### src/sv/lfu_pkg.sv
`timescale 1ns / 1ps
// shared codes and sizes for the lfu cache policy block
// no dependencies

package lfu_pkg;

  localparam int DATA_W         = 32;
  localparam int CAP_W          = 5;
  localparam int CAP_RESET      = 16;
  localparam int ENTRIES_DEF    = 16;
  localparam int COUNT_BITS_DEF = 16;

  typedef enum logic {
    OP_GET = 1'b0,
    OP_PUT = 1'b1
  } op_t;

  typedef enum logic [1:0] {
    CMD_NONE   = 2'd0,
    CMD_BUMP   = 2'd1,
    CMD_INSERT = 2'd2
  } cmd_kind_t;

endpackage

### src/sv/lfu_cache_policy.sv
`timescale 1ns / 1ps
// top level of the lfu cache policy: request sequencer, entry cell row,
// result register; uses lfu_pkg and lfu_cell
//
// usage:
//   requests come in on in_valid / in_stall with in_opcode (get or put),
//   in_key and in_value; one result per request leaves on out_valid /
//   out_stall with out_hit, out_read_value, out_evicted, out_evicted_key.
//   one request is worked on at a time; in_stall is high while it is busy.
//   a get, a put that hits, or any put with capacity zero goes through
//   the look step to the update step, which registers out_valid; a put of
//   a new key also runs a search wave down the cell row in a scan step.
//   the next request is taken the cycle after the result is registered.
//   a waiting result does not block acceptance; a finished request only
//   holds in its update step while an older result is still stalled.
//   cfg_we writes cfg_wdata to capacity (values above ENTRIES act as ENTRIES).
//   reset clears all entries, occupancy and output valid, capacity to 16.

module lfu_cache_policy #(
  parameter int ENTRIES    = lfu_pkg::ENTRIES_DEF,
  parameter int COUNT_BITS = lfu_pkg::COUNT_BITS_DEF
) (
  input  logic                       clk,
  input  logic                       rst_n,
  input  logic                       in_valid,
  output logic                       in_stall,
  input  logic                       in_opcode,
  input  logic [lfu_pkg::DATA_W-1:0] in_key,
  input  logic [lfu_pkg::DATA_W-1:0] in_value,
  output logic                       out_valid,
  input  logic                       out_stall,
  output logic                       out_hit,
  output logic [lfu_pkg::DATA_W-1:0] out_read_value,
  output logic                       out_evicted,
  output logic [lfu_pkg::DATA_W-1:0] out_evicted_key,
  input  logic                       cfg_we,
  input  logic [lfu_pkg::CAP_W-1:0]  cfg_wdata
);

  localparam int IDX_W  = (ENTRIES > 1) ? $clog2(ENTRIES) : 1;
  localparam int OCC_W  = $clog2(ENTRIES + 1);
  localparam int CNT_W  = COUNT_BITS;
  localparam int CAND_W = 2 + 3 * IDX_W + CNT_W + lfu_pkg::DATA_W;

  typedef struct packed {
    logic                       vfound;
    logic [IDX_W-1:0]           vidx;
    logic [CNT_W-1:0]           vcnt;
    logic [IDX_W-1:0]           vrank;
    logic [lfu_pkg::DATA_W-1:0] vkey;
    logic                       ffound;
    logic [IDX_W-1:0]           fidx;
  } cand_t;

  typedef enum logic [3:0] {
    ST_IDLE = 4'b0001,
    ST_LOOK = 4'b0010,
    ST_SCAN = 4'b0100,
    ST_UPD  = 4'b1000
  } state_t;

  state_t                     state_r, state_nxt;
  logic [lfu_pkg::CAP_W-1:0]  capacity_r;
  logic [OCC_W-1:0]           occ_r, occ_nxt;
  logic [OCC_W-1:0]           cap_eff;
  logic                       req_op_r;
  logic [lfu_pkg::DATA_W-1:0] req_key_r;
  logic [lfu_pkg::DATA_W-1:0] req_val_r;
  logic                       hit_r;
  logic [lfu_pkg::DATA_W-1:0] hval_r;
  logic [IDX_W-1:0]           hidx_r;
  logic [IDX_W-1:0]           hrank_r;
  logic [IDX_W-1:0]           scan_cnt_r;

  logic [ENTRIES-1:0]                       match;
  logic [ENTRIES-1:0][lfu_pkg::DATA_W-1:0]  cell_hval;
  logic [ENTRIES-1:0][IDX_W-1:0]            cell_hrank;
  logic [ENTRIES:0][CAND_W-1:0]             chain;

  logic                       any_hit;
  logic [lfu_pkg::DATA_W-1:0] hval_or;
  logic [IDX_W-1:0]           hrank_or;
  logic [IDX_W-1:0]           hidx_or;
  cand_t                      fin;
  logic                       upd_go;
  logic                       need_ins;
  logic                       do_evict;

  lfu_pkg::cmd_kind_t         cmd_kind;
  logic [IDX_W-1:0]           cmd_tgt;
  logic                       cmd_wr_val;
  logic [IDX_W-1:0]           cmd_ref_rank;

  logic                       out_valid_r;
  logic                       out_hit_r;
  logic [lfu_pkg::DATA_W-1:0] out_read_value_r;
  logic                       out_evicted_r;
  logic [lfu_pkg::DATA_W-1:0] out_evicted_key_r;

  assign in_stall        = (state_r != ST_IDLE);
  assign out_valid       = out_valid_r;
  assign out_hit         = out_hit_r;
  assign out_read_value  = out_read_value_r;
  assign out_evicted     = out_evicted_r;
  assign out_evicted_key = out_evicted_key_r;

  assign cap_eff = (32'(capacity_r) > 32'(ENTRIES)) ? OCC_W'(ENTRIES) : OCC_W'(capacity_r);

  assign chain[0] = '0;
  assign fin      = cand_t'(chain[ENTRIES]);

  for (genvar g = 0; g < ENTRIES; g++) begin : g_cell
    lfu_cell #(
      .IDX_W   (IDX_W),
      .CNT_W   (CNT_W),
      .CELL_IDX(g),
      .CAND_W  (CAND_W)
    ) u_cell (
      .clk         (clk),
      .rst_n       (rst_n),
      .req_key     (req_key_r),
      .cmd_kind    (cmd_kind),
      .cmd_tgt     (cmd_tgt),
      .cmd_key     (req_key_r),
      .cmd_value   (req_val_r),
      .cmd_wr_val  (cmd_wr_val),
      .cmd_ref_rank(cmd_ref_rank),
      .cmd_evict   (do_evict),
      .cand_i      (chain[g]),
      .cand_o      (chain[g+1]),
      .match       (match[g]),
      .hit_value   (cell_hval[g]),
      .hit_rank    (cell_hrank[g])
    );
  end

  // keys are unique, so at most one cell matches and an or picks it out
  always_comb begin
    hval_or  = '0;
    hrank_or = '0;
    hidx_or  = '0;
    for (int k = 0; k < ENTRIES; k++) begin
      hval_or  = hval_or | cell_hval[k];
      hrank_or = hrank_or | cell_hrank[k];
      hidx_or  = hidx_or | (match[k] ? IDX_W'(k) : '0);
    end
  end
  assign any_hit = |match;

  assign need_ins = (req_op_r == lfu_pkg::OP_PUT) && (cap_eff != '0) && !hit_r;
  assign do_evict = need_ins && (occ_r >= cap_eff) && fin.vfound;
  assign upd_go   = (state_r == ST_UPD) && !(out_valid_r && out_stall);

  always_comb begin
    cmd_kind     = lfu_pkg::CMD_NONE;
    cmd_tgt      = hidx_r;
    cmd_wr_val   = (req_op_r == lfu_pkg::OP_PUT);
    cmd_ref_rank = hrank_r;
    occ_nxt      = occ_r;
    if (upd_go) begin
      if (hit_r && (req_op_r == lfu_pkg::OP_GET || cap_eff != '0)) begin
        cmd_kind = lfu_pkg::CMD_BUMP;
      end else if (need_ins) begin
        if (do_evict) begin
          cmd_kind     = lfu_pkg::CMD_INSERT;
          cmd_tgt      = fin.vidx;
          cmd_ref_rank = fin.vrank;
        end else if (fin.ffound) begin
          cmd_kind = lfu_pkg::CMD_INSERT;
          cmd_tgt  = fin.fidx;
          occ_nxt  = occ_r + OCC_W'(1);
        end
      end
    end
  end

  always_comb begin
    state_nxt = state_r;
    unique case (state_r)
      ST_IDLE: begin
        if (in_valid) begin
          state_nxt = ST_LOOK;
        end
      end
      ST_LOOK: begin
        if ((req_op_r == lfu_pkg::OP_PUT) && (cap_eff != '0) && !any_hit) begin
          state_nxt = ST_SCAN;
        end else begin
          state_nxt = ST_UPD;
        end
      end
      ST_SCAN: begin
        if (scan_cnt_r == IDX_W'(ENTRIES - 1)) begin
          state_nxt = ST_UPD;
        end
      end
      ST_UPD: begin
        if (upd_go) begin
          state_nxt = ST_IDLE;
        end
      end
      default: state_nxt = ST_IDLE;
    endcase
  end

  always_ff @(posedge clk) begin
    if (!rst_n) begin
      state_r     <= ST_IDLE;
      capacity_r  <= lfu_pkg::CAP_W'(lfu_pkg::CAP_RESET);
      occ_r       <= '0;
      out_valid_r <= 1'b0;
      scan_cnt_r  <= '0;
    end else begin
      state_r <= state_nxt;
      occ_r   <= occ_nxt;
      if (cfg_we) begin
        capacity_r <= cfg_wdata;
      end
      if (state_r == ST_SCAN) begin
        scan_cnt_r <= scan_cnt_r + IDX_W'(1);
      end else begin
        scan_cnt_r <= '0;
      end
      if (upd_go) begin
        out_valid_r <= 1'b1;
      end else if (!out_stall) begin
        out_valid_r <= 1'b0;
      end
    end
  end

  always_ff @(posedge clk) begin
    if (state_r == ST_IDLE && in_valid) begin
      req_op_r  <= in_opcode;
      req_key_r <= in_key;
      req_val_r <= in_value;
    end
    if (state_r == ST_LOOK) begin
      hit_r   <= any_hit;
      hval_r  <= hval_or;
      hidx_r  <= hidx_or;
      hrank_r <= hrank_or;
    end
    if (upd_go) begin
      // a put with capacity zero reports nothing, not even a hit
      out_hit_r        <= hit_r && (req_op_r == lfu_pkg::OP_GET || cap_eff != '0);
      out_read_value_r <= (hit_r && req_op_r == lfu_pkg::OP_GET) ? hval_r : '1;
      out_evicted_r    <= do_evict;
      out_evicted_key_r <= do_evict ? fin.vkey : '0;
    end
  end

  a_onehot_match: assert property (@(posedge clk) disable iff (!rst_n)
    (state_r == ST_LOOK) |-> $onehot0(match))
    else $error("more than one entry matched the key");

  a_occ_bound: assert property (@(posedge clk) disable iff (!rst_n)
    occ_r <= OCC_W'(ENTRIES))
    else $error("occupancy above entry count");

  a_evict_found: assert property (@(posedge clk) disable iff (!rst_n)
    (upd_go && need_ins && occ_r >= cap_eff) |-> fin.vfound)
    else $error("full cache but no victim found");

  a_result_from_upd: assert property (@(posedge clk) disable iff (!rst_n)
    $rose(out_valid_r) |-> $past(state_r == ST_UPD))
    else $error("result raised outside the update step");

endmodule

### src/sv/lfu_cell.sv
`timescale 1ns / 1ps
// one cache entry: key, value, use count and recency rank, plus one stage
// of the victim / free-slot search chain; uses lfu_pkg

module lfu_cell #(
  parameter int IDX_W    = 4,
  parameter int CNT_W    = 16,
  parameter int CELL_IDX = 0,
  parameter int CAND_W   = 2 + 3 * IDX_W + CNT_W + lfu_pkg::DATA_W
) (
  input  logic                      clk,
  input  logic                      rst_n,
  input  logic [lfu_pkg::DATA_W-1:0] req_key,
  input  lfu_pkg::cmd_kind_t        cmd_kind,
  input  logic [IDX_W-1:0]          cmd_tgt,
  input  logic [lfu_pkg::DATA_W-1:0] cmd_key,
  input  logic [lfu_pkg::DATA_W-1:0] cmd_value,
  input  logic                      cmd_wr_val,
  input  logic [IDX_W-1:0]          cmd_ref_rank,
  input  logic                      cmd_evict,
  input  logic [CAND_W-1:0]         cand_i,
  output logic [CAND_W-1:0]         cand_o,
  output logic                      match,
  output logic [lfu_pkg::DATA_W-1:0] hit_value,
  output logic [IDX_W-1:0]          hit_rank
);

  typedef struct packed {
    logic                       vfound;
    logic [IDX_W-1:0]           vidx;
    logic [CNT_W-1:0]           vcnt;
    logic [IDX_W-1:0]           vrank;
    logic [lfu_pkg::DATA_W-1:0] vkey;
    logic                       ffound;
    logic [IDX_W-1:0]           fidx;
  } cand_t;

  localparam logic [IDX_W-1:0] MY_IDX = IDX_W'(CELL_IDX);

  logic                       valid_r;
  logic [lfu_pkg::DATA_W-1:0] key_r;
  logic [lfu_pkg::DATA_W-1:0] value_r;
  logic [CNT_W-1:0]           cnt_r;
  logic [IDX_W-1:0]           rank_r;
  cand_t                      cand_in;
  cand_t                      cand_nxt;
  cand_t                      cand_r;
  logic                       is_tgt;

  assign is_tgt    = (cmd_tgt == MY_IDX);
  assign match     = valid_r && (key_r == req_key);
  assign hit_value = match ? value_r : '0;
  assign hit_rank  = match ? rank_r : '0;
  assign cand_in   = cand_t'(cand_i);
  assign cand_o    = CAND_W'(cand_r);

  // fold this entry into the running search result from the previous cell
  always_comb begin
    cand_nxt = cand_in;
    if (valid_r) begin
      if (!cand_in.vfound || cnt_r < cand_in.vcnt ||
          (cnt_r == cand_in.vcnt && rank_r > cand_in.vrank)) begin
        cand_nxt.vfound = 1'b1;
        cand_nxt.vidx   = MY_IDX;
        cand_nxt.vcnt   = cnt_r;
        cand_nxt.vrank  = rank_r;
        cand_nxt.vkey   = key_r;
      end
    end else if (!cand_in.ffound) begin
      cand_nxt.ffound = 1'b1;
      cand_nxt.fidx   = MY_IDX;
    end
  end

  always_ff @(posedge clk) begin
    cand_r <= cand_nxt;
  end

  always_ff @(posedge clk) begin
    if (!rst_n) begin
      valid_r <= 1'b0;
    end else begin
      case (cmd_kind)
        lfu_pkg::CMD_BUMP: begin
          if (is_tgt) begin
            if (cmd_wr_val) begin
              value_r <= cmd_value;
            end
            if (cnt_r != '1) begin
              cnt_r <= cnt_r + CNT_W'(1);
            end
            rank_r <= '0;
          end else if (valid_r && rank_r < cmd_ref_rank) begin
            rank_r <= rank_r + IDX_W'(1);
          end
        end
        lfu_pkg::CMD_INSERT: begin
          if (is_tgt) begin
            valid_r <= 1'b1;
            key_r   <= cmd_key;
            value_r <= cmd_value;
            cnt_r   <= CNT_W'(1);
            rank_r  <= '0;
          end else if (valid_r && !(cmd_evict && rank_r > cmd_ref_rank)) begin
            // entries older than the victim close the gap and then age again
            rank_r <= rank_r + IDX_W'(1);
          end
        end
        default: begin
        end
      endcase
    end
  end

endmodule
### config.mk
export PLATFORM = sky130hd
export DESIGN_NAME = lfu_cache_policy
export DESIGN_NICKNAME = d
export VERILOG_FILES = /design/src/sv/lfu_pkg.sv /design/src/sv/lfu_cache_policy.sv /design/src/sv/lfu_cell.sv
export SDC_FILE = /design/constraint.sdc
export NUM_CORES = 2
export LEC_CHECK = 0
export ABC_AREA = 1
export BUFFER_PORTS_ARGS = -buffer_cell sky130_fd_sc_hd__buf_2
export CORE_MARGIN = 10
export CORE_UTILIZATION = 63
export DETAILED_ROUTE_END_ITERATION = 6
export MAX_ROUTING_LAYER = met4
export PLACE_DENSITY = 0.8
export SYNTH_ARGS = -nofsm -noshare
export SYNTH_HDL_FRONTEND = slang
export SYNTH_SLANG_ARGS = --single-unit
### constraint.sdc
create_clock -name clk -period 6.75 [get_ports clk]
set_clock_uncertainty 0.15 [all_clocks]
set_input_delay 0.3375 -clock clk [delete_from_list [all_inputs] [get_ports clk]]
set_output_delay 0.3375 -clock clk [all_outputs]
set_load 0.01 [all_outputs]
==> impl_metrics.toml <==
[global_route]
globalRouteOverflowTotal = 0
antenna_found_initial = 22
grt_pass1_vias = 79762
grt_max_degree = 90
grt.total_usage = 0.364
grt_pass1_wl_um = 495000

[place]
hpwl_um = 223000
gp_congestion = 0.986
io_buffers = 142
placed_area_mm2 = 0.111

[cts]
cts_tree = "built"
worstSkewPairLatency_ns = 0.94
cts_sinks = 2497
cts_max_path_buffers = 3
numCtsBuffers = 235
path_clk_slew_ns = 0.06
htreeDepth = 4
cts_root_buffer = "clkbuf_16"

[outcome]
status = "complete, but fails checks"
violations = "design-rule violations"

[synth]
synth_nets = 11559
yosysWarningCount = 0
synth_seq_cells = 2497
avgSynthCellArea_um2 = 9.65
synth_area_mm2 = 0.107
async_reset_ff_frac = 0
synth_edf_count = 1516
synth_cells = 11081
synth_top_flop_cell = "edfxtp_1"
yosysUniqueCellTypes = 59
seq_area_frac_synth = 0.609

[worst_setup_path]
critPathLaunch = "g_cell[1].u_cell.cnt_r[7]"
cpPeakStageDelay_ns = 0.81
cp-end-kind = "register"
critPathRequiredTime_ns = 7.45
cp_slowest_cell = "nand2_2"
reg2reg_from = "g_cell[1].u_cell.cnt_r[7]"
worstSetupPathType = "reg -> reg"
arrival_ns = 5.54
startpoint_type = "register"
path_cells = "ha_1, nand2_1, nor2_1, inv_1, nor2_1, o21ai_0, nand4_1, nand2_2, nand2_2, buf_4, nand2_1, nand2_1"
cp_common_cell = "nand2_1"
crit_path_max_fanout = 53

[timing]
slew_violations = 0
fin_crit_sh = 0.717
setup_viol = 0
fin_crit_ns = 4.84
rsz0062_at_grt = "no"
hold_viol = 0
fmax_mhz = 207
tns_ns = 0
max_slew_margin = 0.0668
worst_pin_slew_ns = 1.39

[finish]
nFillCells = 11929
drive_above_1_share = 0.0801
seqCellArea_mm2 = 0.0652
area_delta_synth_final_pct = 12.3
fin_area_mm2 = 0.120
multi_input_area_mm2 = 0.0357
fin_nets = 11853

[detailed_routing]
wl_per_cell_um = 24.5
vias = 82297
antenna_left = 0
viasPerCell = 5.95
first_iter_violations = 11614
drc = 5
first_pass_iters = 7
drt_wl_total_um = 338000

[floorplan]
die_x_um = 432
die_area_mm2 = 0.187
start_util = 0.633
io_pins = 143
core_area_mm2 = 0.169
die_h_um = 432
row_count = 151

[power_and_ir_drop]
p_per_area_mw_per_mm2 = 264
vdd_drop_max_mv = 0.369
p_leak_nw = 49.5

[worst_hold_path]
hold_class = "in -> reg"
hp-start = "in_value[31]"

[run]
max_cap_viol_count = 0
Yosys cell counts, drive strengths merged (73+ instances only):
master  number  share of area
a21oi      240          0.011
a22o       132          0.011
buf        177         0.0085
clkbuf     220         0.0077
dfxtp      981           0.18
edfxtp    1516           0.43
ha         403          0.047
inv       1283          0.045
nand2     3127           0.11
nand3      715          0.033
nand4      142         0.0083
nor2       845          0.031
nor3       188         0.0088
o21ai      490          0.023
or2         73         0.0043
xnor2      174          0.014
xor2       105         0.0086
cell type report:
class,count,area share
well taps,2218,0.0231
diodes,15,0.000312
repair buffers,454,0.0288
clock buffers,320,0.0559
inverters,1286,0.0402
clock inverters,129,0.0123
multi-input cells,6901,0.297
flip-flops and latches,2497,0.542
state kept, by name, indices dropped and copies added, names as in the netlist, 5 cells and up:
name                   count
g_cell.u_cell.value_r    512
g_cell.u_cell.key_r      512
capacity_r                 5
g_cell.u_cell.cnt_r      256
g_cell.u_cell.valid_r     16
g_cell.u_cell.cand_o     946
out_evicted_key           32
out_read_value            32
req_val_r                 32
hval_r                    32
req_key_r                 32
occ_r                      5
g_cell.u_cell.rank_r      64
timing repair:
item                                    4_1_cts  5_1_grt
hold buffers                                137        0
gates resized for setup                       0        0
endpoints found under the hold margin        97        0
setup buffers                                 0        0
endpoints found under the setup margin        0        0
layer usage:
metal / vias up / global-route usage / share of wire / wire (um)
li1: 37128 / - / - / -
met1: 38727 / 0.461 / 0.37 / 124000
met2: 5320 / 0.549 / 0.45 / 151000
met3: 1122 / 0.0851 / 0.13 / 42800
met4: 0 / 0.184 / 0.060 / 20200
met5: - / - / 0 / 0
cell families (layout without fill, tap and decap cells):
logic type,count (synthesis),count (layout),synth area share
xor gates and xnor gates,279,279,0.0228
muxes,4,4,0.000386
DFF,2497,2497,0.609
other,0,15,0
AOI/OAI and AO/OA,1048,1048,0.0582
and+or+nand+nor,5167,5167,0.201
adders and majority gates,403,403,0.0471
buffers and inverters,1683,2189,0.0614
cell usage in the layout (no fill, tap or decap), types with 12 or more instances in the layout:
cell	count
o21bai_1	40
nand2_1	3099
o21a_1	18
clkbuf_8	24
xnor2_1	174
xor2_1	105
clkinv_2	47
a211oi_1	17
inv_1	1247
o22ai_1	24
nand3_1	711
nor3b_1	37
ha_1	403
clkinv_1	20
clkbuf_1	48
nor2_1	795
nor4_1	22
dfxtp_1	972
clkbuf_16	248
o211ai_1	29
a31oi_1	13
or2_2	73
buf_2	142
nor2_4	38
a21oi_1	232
dlygate4sd3_1	137
nand4_1	142
a22o_1	132
inv_2	35
diode_2	15
o21ai_0	481
edfxtp_1	1516
nor3_1	181
nand2_2	22
buf_4	170
bufinv_16	18
clkinvlp_4	12
per-stage QoR:
step	power (W)	utilization	setup slack (ns)	std cells	hold WS (ns)
2_1_floorplan	0.0174	-	1.68	11081	0.179
4_1_cts	0.0317	0.710	1.96	13804	0.000798
5_1_grt	0.0324	0.710	1.73	13816	0.00439
3_5_place_dp	0.0181	0.654	1.94	13218	0.247
6_report	0.0317	0.711	1.91	13820	0.0294
3_3_place_gp	0.0180	0.653	1.35	13216	0.240
power breakdown:
group	internal [W]	total, W	switching [W]
Clock	0.00775	0.0139	0.00611
Sequential	0.0163	0.0165	0.000154
Combinational	0.000347	0.00138	0.00103
critical path, delay by kind of cell, from the launching register on:
family / cells / cell delay [ns]
AOI/OAI and AO/OA: 1 / 0.11
adders and majority gates: 1 / 0.35
buffers and inverters: 2 / 0.59
DFF: 1 / 0.50
and+or+nand+nor: 8 / 3.00
path summary, 6_finish.rpt:
check / endpoint / slack (ns) / depth (start not counted)
worst max-delay path: g_cell[1].u_cell.cand_o[17] / 1.91 / 12
worst min register to register: g_cell[8].u_cell.cand_o[58] / 0.24 / 2
worst max register to register: g_cell[1].u_cell.cand_o[17] / 1.91 / 12
worst min-delay path: req_val_r[31] / 0.03 / 2
No activity file was read; power rests on OpenSTA's default activity.
